$ cat src/design/imu_angle_kalman_filter_macros.svh
// Assertion macros shared by the angle filter RTL.
// No dependencies; included by files that carry concurrent checks.
`ifndef IMU_ANGLE_KALMAN_FILTER_MACROS_SVH
`define IMU_ANGLE_KALMAN_FILTER_MACROS_SVH
`ifndef NO_ASSERTIONS
`define IAKF_ASSERT_IMP(lbl, clk, rst_n, ante, cons, msg) \
	lbl: assert property (@(posedge clk) disable iff (!rst_n) (ante) |-> (cons)) else $error(msg);
`define IAKF_ASSERT_NXT(lbl, clk, rst_n, ante, cons, msg) \
	lbl: assert property (@(posedge clk) disable iff (!rst_n) (ante) |=> (cons)) else $error(msg);
`else
`define IAKF_ASSERT_IMP(lbl, clk, rst_n, ante, cons, msg)
`define IAKF_ASSERT_NXT(lbl, clk, rst_n, ante, cons, msg)
`endif
`endif

$ cat src/design/iakf_pkg.sv
// Shared types, constants and saturating helpers of the angle filter.
// No dependencies.
package iakf_pkg;

	localparam int DATA_W = 32;
	localparam int COV_W  = 48;
	localparam int CFG_W  = 32;
	localparam int DT_W   = 24;
	localparam int PROD_W = 2 * COV_W;
	localparam int NUM_W  = COV_W + 32;

	localparam logic [CFG_W-1:0] Q_ANGLE_RST   = 32'd16777;
	localparam logic [CFG_W-1:0] Q_BIAS_RST    = 32'd50332;
	localparam logic [CFG_W-1:0] R_MEASURE_RST = 32'd503316;

	localparam logic [1:0] REG_Q_ANGLE   = 2'd0;
	localparam logic [1:0] REG_Q_BIAS    = 2'd1;
	localparam logic [1:0] REG_R_MEASURE = 2'd2;

	localparam logic OP_UPDATE = 1'b0;
	localparam logic OP_SET    = 1'b1;

	typedef enum logic [1:0] {SH_0, SH_16, SH_24, SH_32} shift_t;

	typedef struct packed {
		logic   is_div;
		shift_t sh;
		logic   narrow;
	} cmd_t;

	localparam logic signed [COV_W:0] HI_WIDE   = {2'b00, {(COV_W-1){1'b1}}};
	localparam logic signed [COV_W:0] HI_NARROW =
		{{(COV_W-DATA_W+2){1'b0}}, {(DATA_W-1){1'b1}}};

	function automatic logic signed [COV_W-1:0] sx(input logic signed [DATA_W-1:0] x);
		return {{(COV_W-DATA_W){x[DATA_W-1]}}, x};
	endfunction

	// saturating add/subtract, clamped to 32 or 48 bits
	function automatic logic signed [COV_W-1:0] add_sat(
		input logic signed [COV_W-1:0] a,
		input logic signed [COV_W-1:0] b,
		input logic sub,
		input logic narrow);
		logic signed [COV_W:0] r;
		logic signed [COV_W:0] hi;
		r  = sub ? ({a[COV_W-1], a} - {b[COV_W-1], b}) : ({a[COV_W-1], a} + {b[COV_W-1], b});
		hi = narrow ? HI_NARROW : HI_WIDE;
		if (r > hi) r = hi;
		else if (r < ~hi) r = ~hi;
		return r[COV_W-1:0];
	endfunction

endpackage

$ cat src/design/iakf_muldiv.sv
// Shared multiply / divide unit: signed operands, truncating, saturating.
// Multiply takes 16 bits of the multiplier a cycle; divide is radix 2. Uses iakf_pkg.
module iakf_muldiv (
	input  logic                                clk,
	input  logic                                arst_n,
	input  logic                                start,
	input  iakf_pkg::cmd_t                      cmd,
	input  logic signed [iakf_pkg::COV_W-1:0]   a,
	input  logic signed [iakf_pkg::COV_W-1:0]   b,
	output logic                                done,
	output logic signed [iakf_pkg::COV_W-1:0]   result
);
	localparam int W  = iakf_pkg::COV_W;
	localparam int PW = iakf_pkg::PROD_W;
	localparam int NW = iakf_pkg::NUM_W;

	typedef enum logic [1:0] {U_IDLE, U_MUL, U_DIV, U_FIN} ust_t;

	ust_t               st_q;
	logic [6:0]         cnt_q;
	logic               neg_q;
	iakf_pkg::cmd_t     cmd_q;
	logic [W-1:0]       amag_q, bmag_q;
	logic [PW-1:0]      acc_q;
	logic [NW-1:0]      num_q;
	logic [W-1:0]       rem_q;
	logic               done_q;
	logic signed [W-1:0] res_q;

	logic [W-1:0]  amag, bmag;
	logic [PW-1:0] mul_acc;
	logic [W:0]    rem_sh, rem_sub;
	logic          ge;
	logic [PW-1:0] shifted, lim, mag;

	assign amag = a[W-1] ? W'(-a) : W'(a);
	assign bmag = b[W-1] ? W'(-b) : W'(b);

	assign mul_acc = (acc_q << 16) + PW'(64'(amag_q) * 64'(bmag_q[W-1 -: 16]));

	assign rem_sh  = {rem_q, num_q[NW-1]};
	assign rem_sub = rem_sh - {1'b0, bmag_q};
	assign ge      = rem_sh >= {1'b0, bmag_q};

	always_comb begin
		case (cmd_q.sh)
			iakf_pkg::SH_16: shifted = acc_q >> 16;
			iakf_pkg::SH_24: shifted = acc_q >> 24;
			iakf_pkg::SH_32: shifted = acc_q >> 32;
			default:         shifted = acc_q;
		endcase
		lim = cmd_q.narrow ? PW'({(iakf_pkg::DATA_W-1){1'b1}}) : PW'({(W-1){1'b1}});
		if (neg_q) mag = (shifted > lim + 1'b1) ? lim + 1'b1 : shifted;
		else       mag = (shifted > lim) ? lim : shifted;
	end

	always_ff @(posedge clk or negedge arst_n) begin
		if (!arst_n) begin
			st_q   <= U_IDLE;
			done_q <= 1'b0;
			cnt_q  <= '0;
		end else begin
			done_q <= 1'b0;
			case (st_q)
				U_IDLE: begin
					if (start) begin
						cmd_q  <= cmd;
						neg_q  <= a[W-1] ^ b[W-1];
						amag_q <= amag;
						bmag_q <= bmag;
						acc_q  <= '0;
						num_q  <= {amag, 32'b0};
						rem_q  <= '0;
						cnt_q  <= '0;
						if (!cmd.is_div) st_q <= U_MUL;
						else if (b == '0) st_q <= U_FIN;
						else st_q <= U_DIV;
					end
				end
				U_MUL: begin
					acc_q  <= mul_acc;
					bmag_q <= bmag_q << 16;
					cnt_q  <= cnt_q + 7'd1;
					if (cnt_q == 7'd2) st_q <= U_FIN;
				end
				U_DIV: begin
					rem_q <= ge ? rem_sub[W-1:0] : rem_sh[W-1:0];
					acc_q <= {acc_q[PW-2:0], ge};
					num_q <= num_q << 1;
					cnt_q <= cnt_q + 7'd1;
					if (cnt_q == 7'(NW - 1)) st_q <= U_FIN;
				end
				U_FIN: begin
					res_q  <= neg_q ? W'(-mag[W-1:0]) : mag[W-1:0];
					done_q <= 1'b1;
					st_q   <= U_IDLE;
				end
				default: st_q <= U_IDLE;
			endcase
		end
	end

	assign done   = done_q;
	assign result = res_q;

endmodule

$ cat src/design/imu_angle_kalman_filter.sv
// Top level of the angle / gyro-bias filter: sequencer, state and registers.
// Depends on iakf_pkg, iakf_muldiv and imu_angle_kalman_filter_macros.svh.
//
//  channel | signals                                       | dir
//  in      | in_valid in_stall opcode meas_angle gyro_rate time_step | sink
//  out     | out_valid out_stall angle_est rate_est bias_est          | source
//  cfg     | cfg_we cfg_index cfg_data                      | sink
//
// A set transaction goes straight to ST_DONE, where its result is loaded into the output
// register; the filter then returns to idle and can take the next transaction. An update
// runs ten multiplies and two divides on the one shared multiply/divide unit, seven
// steps that use only the saturating adder, and the output load.
// in_stall is high from acceptance until the result is loaded into the output
// register; a waiting result holds while out_stall is high.
// Reset is asynchronous; state and covariance clear, noise registers reload.
`include "imu_angle_kalman_filter_macros.svh"
module imu_angle_kalman_filter (
	input  logic                                clk,
	input  logic                                arst_n,
	input  logic                                in_valid,
	output logic                                in_stall,
	input  logic                                opcode,
	input  logic signed [31:0]                  meas_angle,
	input  logic signed [31:0]                  gyro_rate,
	input  logic [iakf_pkg::DT_W-1:0]           time_step,
	output logic                                out_valid,
	input  logic                                out_stall,
	output logic signed [31:0]                  angle_est,
	output logic signed [31:0]                  rate_est,
	output logic signed [31:0]                  bias_est,
	input  logic                                cfg_we,
	input  logic [1:0]                          cfg_index,
	input  logic [iakf_pkg::CFG_W-1:0]          cfg_data
);
	localparam int W  = iakf_pkg::COV_W;
	localparam int DW = iakf_pkg::DATA_W;

	typedef enum logic [4:0] {
		ST_IDLE, ST_RATE, ST_ANG, ST_TP, ST_T1, ST_T2, ST_P00, ST_P01, ST_P10,
		ST_P11, ST_Y, ST_S, ST_K0, ST_K1, ST_UA, ST_UB, ST_C0, ST_C1, ST_C2,
		ST_C3, ST_DONE
	} state_t;

	state_t state_q;
	logic   pend_q;
	logic   out_valid_q;
	logic [iakf_pkg::CFG_W-1:0] qa_q, qb_q, rm_q;
	logic signed [DW-1:0] ang_q, bias_q, rate_q, y_q, meas_q, gyro_q;
	logic [iakf_pkg::DT_W-1:0] dt_q;
	logic signed [W-1:0] p_q [4];
	logic signed [W-1:0] t_q, tp_q, s_q, k0_q, k1_q, p00o_q, p01o_q;
	logic signed [DW-1:0] ang_out_q, rate_out_q, bias_out_q;

	logic                u_start, u_done, unit_st;
	iakf_pkg::cmd_t      u_cmd;
	logic signed [W-1:0] u_a, u_b, u_res, dt_x;
	logic signed [W-1:0] alu_a, alu_b, alu_r;
	logic                alu_sub, alu_nar;
	logic                load_out;

	assign dt_x = {{(W-iakf_pkg::DT_W){1'b0}}, dt_q};

	always_comb begin
		unit_st = 1'b1;
		u_a     = dt_x;
		u_b     = iakf_pkg::sx(rate_q);
		u_cmd   = '{is_div: 1'b0, sh: iakf_pkg::SH_32, narrow: 1'b0};
		case (state_q)
			ST_ANG: u_cmd = '{is_div: 1'b0, sh: iakf_pkg::SH_24, narrow: 1'b1};
			ST_TP: begin
				u_b   = p_q[3];
				u_cmd = '{is_div: 1'b0, sh: iakf_pkg::SH_24, narrow: 1'b0};
			end
			ST_P00: begin
				u_b   = t_q;
				u_cmd = '{is_div: 1'b0, sh: iakf_pkg::SH_24, narrow: 1'b0};
			end
			ST_P11: begin
				u_a   = {{(W-iakf_pkg::CFG_W){1'b0}}, qb_q};
				u_b   = dt_x;
				u_cmd = '{is_div: 1'b0, sh: iakf_pkg::SH_16, narrow: 1'b0};
			end
			ST_K0: begin
				u_a   = p_q[0];
				u_b   = s_q;
				u_cmd = '{is_div: 1'b1, sh: iakf_pkg::SH_0, narrow: 1'b0};
			end
			ST_K1: begin
				u_a   = p_q[2];
				u_b   = s_q;
				u_cmd = '{is_div: 1'b1, sh: iakf_pkg::SH_0, narrow: 1'b0};
			end
			ST_UA: begin
				u_a   = k0_q;
				u_b   = iakf_pkg::sx(y_q);
				u_cmd = '{is_div: 1'b0, sh: iakf_pkg::SH_32, narrow: 1'b1};
			end
			ST_UB: begin
				u_a   = k1_q;
				u_b   = iakf_pkg::sx(y_q);
				u_cmd = '{is_div: 1'b0, sh: iakf_pkg::SH_32, narrow: 1'b1};
			end
			ST_C0: begin u_a = k0_q; u_b = p00o_q; end
			ST_C1: begin u_a = k0_q; u_b = p01o_q; end
			ST_C2: begin u_a = k1_q; u_b = p00o_q; end
			ST_C3: begin u_a = k1_q; u_b = p01o_q; end
			default: unit_st = 1'b0;
		endcase
	end

	assign u_start = unit_st && !pend_q;

	// previous result must be gone before this one is loaded
	assign load_out = (state_q == ST_DONE) && (!out_valid_q || !out_stall);

	// one saturating adder shared by all the add and subtract steps
	always_comb begin
		alu_a   = p_q[0];
		alu_b   = u_res;
		alu_sub = 1'b0;
		alu_nar = 1'b0;
		case (state_q)
			ST_RATE: begin
				alu_a = iakf_pkg::sx(gyro_q); alu_b = iakf_pkg::sx(bias_q);
				alu_sub = 1'b1; alu_nar = 1'b1;
			end
			ST_ANG, ST_UA: begin alu_a = iakf_pkg::sx(ang_q); alu_nar = 1'b1; end
			ST_UB:   begin alu_a = iakf_pkg::sx(bias_q); alu_nar = 1'b1; end
			ST_TP:   begin alu_a = u_res; alu_b = p_q[1]; alu_sub = 1'b1; end
			ST_T1:   begin alu_a = t_q; alu_b = p_q[2]; alu_sub = 1'b1; end
			ST_T2:   begin alu_a = t_q; alu_b = {8'b0, qa_q, 8'b0}; end
			ST_P01:  begin alu_a = p_q[1]; alu_b = tp_q; alu_sub = 1'b1; end
			ST_P10:  begin alu_a = p_q[2]; alu_b = tp_q; alu_sub = 1'b1; end
			ST_P11:  alu_a = p_q[3];
			ST_Y: begin
				alu_a = iakf_pkg::sx(meas_q); alu_b = iakf_pkg::sx(ang_q);
				alu_sub = 1'b1; alu_nar = 1'b1;
			end
			ST_S:    alu_b = {8'b0, rm_q, 8'b0};
			ST_C0:   alu_sub = 1'b1;
			ST_C1:   begin alu_a = p_q[1]; alu_sub = 1'b1; end
			ST_C2:   begin alu_a = p_q[2]; alu_sub = 1'b1; end
			ST_C3:   begin alu_a = p_q[3]; alu_sub = 1'b1; end
			default: alu_a = p_q[0];
		endcase
		alu_r = iakf_pkg::add_sat(alu_a, alu_b, alu_sub, alu_nar);
	end

	iakf_muldiv u_muldiv (
		.clk    (clk),
		.arst_n (arst_n),
		.start  (u_start),
		.cmd    (u_cmd),
		.a      (u_a),
		.b      (u_b),
		.done   (u_done),
		.result (u_res)
	);

	always_ff @(posedge clk or negedge arst_n) begin
		if (!arst_n) begin
			state_q     <= ST_IDLE;
			pend_q      <= 1'b0;
			out_valid_q <= 1'b0;
			qa_q        <= iakf_pkg::Q_ANGLE_RST;
			qb_q        <= iakf_pkg::Q_BIAS_RST;
			rm_q        <= iakf_pkg::R_MEASURE_RST;
			ang_q       <= '0;
			bias_q      <= '0;
			rate_q      <= '0;
			p_q[0]      <= '0;
			p_q[1]      <= '0;
			p_q[2]      <= '0;
			p_q[3]      <= '0;
		end else begin
			if (cfg_we) begin
				case (cfg_index)
					iakf_pkg::REG_Q_ANGLE:   qa_q <= cfg_data;
					iakf_pkg::REG_Q_BIAS:    qb_q <= cfg_data;
					iakf_pkg::REG_R_MEASURE: rm_q <= cfg_data;
					default: ;
				endcase
			end
			if (load_out) out_valid_q <= 1'b1;
			else if (out_valid_q && !out_stall) out_valid_q <= 1'b0;
			if (u_start) pend_q <= 1'b1;
			if (u_done) pend_q <= 1'b0;

			case (state_q)
				ST_IDLE: begin
					if (in_valid) begin
						meas_q <= meas_angle;
						gyro_q <= gyro_rate;
						dt_q   <= time_step;
						if (opcode == iakf_pkg::OP_SET) begin
							ang_q   <= meas_angle;
							p_q[0]  <= '0;
							p_q[1]  <= '0;
							p_q[2]  <= '0;
							p_q[3]  <= '0;
							state_q <= ST_DONE;
						end else begin
							state_q <= ST_RATE;
						end
					end
				end
				ST_RATE: begin rate_q <= alu_r[DW-1:0]; state_q <= ST_ANG; end
				ST_ANG: if (u_done) begin ang_q <= alu_r[DW-1:0]; state_q <= ST_TP; end
				ST_TP: if (u_done) begin tp_q <= u_res; t_q <= alu_r; state_q <= ST_T1; end
				ST_T1: begin t_q <= alu_r; state_q <= ST_T2; end
				ST_T2: begin t_q <= alu_r; state_q <= ST_P00; end
				ST_P00: if (u_done) begin p_q[0] <= alu_r; state_q <= ST_P01; end
				ST_P01: begin p_q[1] <= alu_r; state_q <= ST_P10; end
				ST_P10: begin p_q[2] <= alu_r; state_q <= ST_P11; end
				ST_P11: if (u_done) begin p_q[3] <= alu_r; state_q <= ST_Y; end
				ST_Y: begin
					y_q     <= alu_r[DW-1:0];
					p00o_q  <= p_q[0];
					p01o_q  <= p_q[1];
					state_q <= ST_S;
				end
				ST_S: begin s_q <= alu_r; state_q <= ST_K0; end
				ST_K0: if (u_done) begin k0_q <= u_res; state_q <= ST_K1; end
				ST_K1: if (u_done) begin k1_q <= u_res; state_q <= ST_UA; end
				ST_UA: if (u_done) begin ang_q <= alu_r[DW-1:0]; state_q <= ST_UB; end
				ST_UB: if (u_done) begin bias_q <= alu_r[DW-1:0]; state_q <= ST_C0; end
				ST_C0: if (u_done) begin p_q[0] <= alu_r; state_q <= ST_C1; end
				ST_C1: if (u_done) begin p_q[1] <= alu_r; state_q <= ST_C2; end
				ST_C2: if (u_done) begin p_q[2] <= alu_r; state_q <= ST_C3; end
				ST_C3: if (u_done) begin p_q[3] <= alu_r; state_q <= ST_DONE; end
				ST_DONE: begin
					if (load_out) begin
						ang_out_q  <= ang_q;
						rate_out_q <= rate_q;
						bias_out_q <= bias_q;
						state_q    <= ST_IDLE;
					end
				end
				default: state_q <= ST_IDLE;
			endcase
		end
	end

	assign in_stall  = (state_q != ST_IDLE);
	assign out_valid = out_valid_q;
	assign angle_est = ang_out_q;
	assign rate_est  = rate_out_q;
	assign bias_est  = bias_out_q;

	`IAKF_ASSERT_IMP(a_done_pending, clk, arst_n, u_done, pend_q, "unit result with no request")
	`IAKF_ASSERT_NXT(a_set_short, clk, arst_n, in_valid && !in_stall && opcode == iakf_pkg::OP_SET, state_q == ST_DONE, "set transaction did not go straight to result")
	`IAKF_ASSERT_NXT(a_hold_result, clk, arst_n, state_q == ST_DONE && out_valid_q && out_stall, state_q == ST_DONE && out_valid_q, "result overwritten while stalled")

endmodule

$ cat config.mk
export PLATFORM = sky130hd
export DESIGN_NAME = imu_angle_kalman_filter
export DESIGN_NICKNAME = d
export VERILOG_FILES = /design/src/design/iakf_pkg.sv /design/src/design/iakf_muldiv.sv /design/src/design/imu_angle_kalman_filter.sv
export VERILOG_INCLUDE_DIRS = /design/src /design/src/design
export SDC_FILE = /design/constraint.sdc
export NUM_CORES = 2
export LEC_CHECK = 0
export BUFFER_PORTS_ARGS = -buffer_cell sky130_fd_sc_hd__buf_2
export CORE_MARGIN = 5
export CORE_UTILIZATION = 50
export DETAILED_ROUTE_END_ITERATION = 12
export PLACE_DENSITY = 0.76
export SYNTH_ARGS = -nofsm -noshare
export SYNTH_HDL_FRONTEND = slang
export SYNTH_SLANG_ARGS = --single-unit
$ cat constraint.sdc
create_clock -name clk -period 14.6 [get_ports clk]
set_clock_uncertainty 0.1 [all_clocks]
set_input_delay 2.92 -clock clk [delete_from_list [all_inputs] [get_ports clk]]
set_output_delay 2.92 -clock clk [all_outputs]
set_load 0.02 [all_outputs]
==> results.yml <==
cts:
  cts_sinks: 1293
  cts.reportedPaths.clkPinSlew_ps: 70
  cts_buffers: 141
  cts_setup_buffers: 0
  h-tree-depth: 4
  cts_resized: 0
  cts_tree: "done"
  root_buffer: "clkbuf_16"
  cts_hold_buffers: 0
  clock_path_buffers: 3
  clkLatencyLatePin_ps: 820
global_routing:
  grt_pass1_wl_mm: 532
  grt_max_degree: 125
  gr-total-overflow: 0
  groute.usage.overall_pct: 36.9
  grt_pass1_vias: 75371
  antenna_found_initial: 33
finish:
  syn2layout_area_growth_pct: 8.95
  final_layout_size_suffix_gt1_share_pct: 11.3
  num-nets-final: 10112
  fillers: 15973
  instances_no_fill: 11606
  fin_util_pct: 54.8
detailed_routing:
  drc: 0
  ant_nets: 0
  initialDrtViolationCount: 11237
  viasPerCell: 6.59
  drt-wirelength-per-cell_um: 31.7
  dr_total_vias: 76482
  wirelength_mm: 368
  dr.pass1.iters: 13
min_path:
  hp-start: "rm_q[19]"
  hold_class: "reg -> reg"
sta:
  maxSlewViolCount: 0
  slew_headroom_pct: 4.74
  layout_setup_ws_ps: 1720
  period_share_pct: 88.2
  finalHoldViolations: 0
  tns_ps: 0
  worst_pin_slew_ps: 1410
  rsz0062_at_grt: "no"
  max_freq_mhz: 77.6
  period_needed_ps: 12880
  setup_violations: 0
setup_path:
  cp.arrival_ps: 13290
  cp-start-kind: "flop"
  reg2reg_from: "state_q[2]"
  cpMaxStageDelayCell: "dfrtp_1"
  critPathMaxStageDelay_ps: 760
  startpoint: "state_q[2]"
  end_kind: "flop"
  critPathMaxFanout: 36
  required_ps: 15000
  path_class: "reg -> reg"
die:
  coreArea_mm2: 0.185
  rows: 158
  start_util_pct: 50.3
  die_area_mm2: 0.195
  die_w_um: 442
  die_h_um: 442
  ioPinCount: 226
logic_synthesis:
  ys_ff_latch: 1293
  async_flop_share_pct: 31.0
  yosys-top-cells-count: "1233 x nand2_1, 907 x inv_1, 892 x edfxtp_1"
  netlist_area_mm2: 0.0933
  yosys_most_used_dff: "edfxtp_1"
  yosysWarningCount: 0
  synth-edff-count: 892
  synth_top_area_share_pct: 28.7
  syn_nets: 10143
  synth.most_common_cell: "nand2_1"
  synth_cells: 9014
  yosysSeqAreaShare_pct: 39.5
  yosysUniqueCellTypes: 111
  synth.avg_cell_area_um2: 10.3
  synth_area_leaders: "edfxtp_1 29%, fa_1 15%, dfrtp_1 10%"
  yosys.area.top_type: "edfxtp_1"
place:
  io_buffers: 225
  dpl_worst_slack_ps: 2210
  dp_hpwl_mm: 273
  post-place-cells: 11320
  gp_congestion: 1.08
power:
  peakVddDrop_mv: 0.109
  power_leakage_nw: 43.2
  power_density_mw_per_mm2: 93.8
run:
  cap_violations: 0
run_status:
  status: "finished, final reports clean"
-- power breakdown --
group          switching (W)  leakage [nW]  internal (W)
combinational       0.000810          27.5      0.000640
sequential          0.000159          13.3       0.00414
clock                0.00163          2.35       0.00216
total                0.00260          43.2       0.00694
-- layout make-up --
cell class	instances	area, um2	area share (%)
multi-input combinational	6246	51000	50.2
antenna	23	57.6	0.0566
clock buffer	182	3860	3.79
tap	2480	3100	3.05
inverter	911	3420	3.36
sequential	1293	36900	36.3
timing repair buffer	390	2410	2.37
clock inverter	81	952	0.937
-- registers in the layout, summed over array words and instances, names as in the netlist, 48 cells and up --
register         flops
k0_q                48
p00o_q              48
u_muldiv.bmag_q     48
u_muldiv.rem_q      48
k1_q                48
t_q                 48
p_q                192
u_muldiv.acc_q      96
p01o_q              48
u_muldiv.result     48
tp_q                48
u_muldiv.amag_q     48
u_muldiv.num_q      48
s_q                 48
-- layer usage --
metal  GRT usage, %  share of wire, %
met1           48.0                37
met4           25.3               8.5
met5              0             0.044
met2           53.8                42
met3           10.2                12
-- placed cells by master, fill, tap and decap left out, types with 194 or more instances in the layout --
cell type | Yosys | final
nand2_1 | 1233 | 1233
inv_1 | 907 | 907
edfxtp_1 | 892 | 892
fa_1 | 692 | 692
nor2_1 | 406 | 399
o21ai_0 | 379 | 377
dfrtp_1 | 379 | 377
a21oi_1 | 366 | 365
ha_1 | 309 | 307
a22oi_1 | 233 | 233
and2_1 | 232 | 224
buf_2 | 57 | 224
mux2_2 | 201 | 201
nand3_1 | 194 | 194
-- kinds of logic (layout without fill, tap and decap cells) --
family | count (synthesis) | in the layout | synth area share [%]
multiplexers | 348 | 348 | 4.65
AND/OR/NAND/NOR | 2657 | 2657 | 13.4
XOR/XNOR | 319 | 319 | 3.00
buffers and inverters | 1475 | 1564 | 6.15
flip-flops | 1293 | 1293 | 39.5
AO/OA/AOI/OAI | 1921 | 1921 | 14.3
other | 0 | 23 | 0
adder cells (fa/ha/maj) | 1001 | 1001 | 19.0
-- final timing paths --
kind	to	slack, ps	cells past startpoint
hold reg to reg	rm_q[19]	400	1
setup / recovery	s_q[43]	1720	38
hold / removal	rm_q[19]	400	1
max in group asynchronous	rm_q[6]	9780	4
min in group asynchronous	rate_q[23]	1970	1
setup reg to reg	s_q[43]	1720	38
-- per-stage QoR --
step	power, W	hold WS (ps)	cell area (um2)
4_1_cts	0.00953	398	102000
2_1_floorplan	0.00539	338	93300
3_3_place_gp	0.00574	381	96800
6_report	0.00953	398	102000
3_5_place_dp	0.00579	385	96800
5_1_grt	0.00987	418	102000
-- critical path, delay by kind of cell, from the launching register on --
family,cells,cell delay [ps]
AO/OA/AOI/OAI,15,4960
XOR/XNOR,2,630
buffers and inverters,4,1150
AND/OR/NAND/NOR,15,4270
adder cells (fa/ha/maj),2,630
flip-flops,1,760
Note: power is estimated with default switching activity, not from simulation.
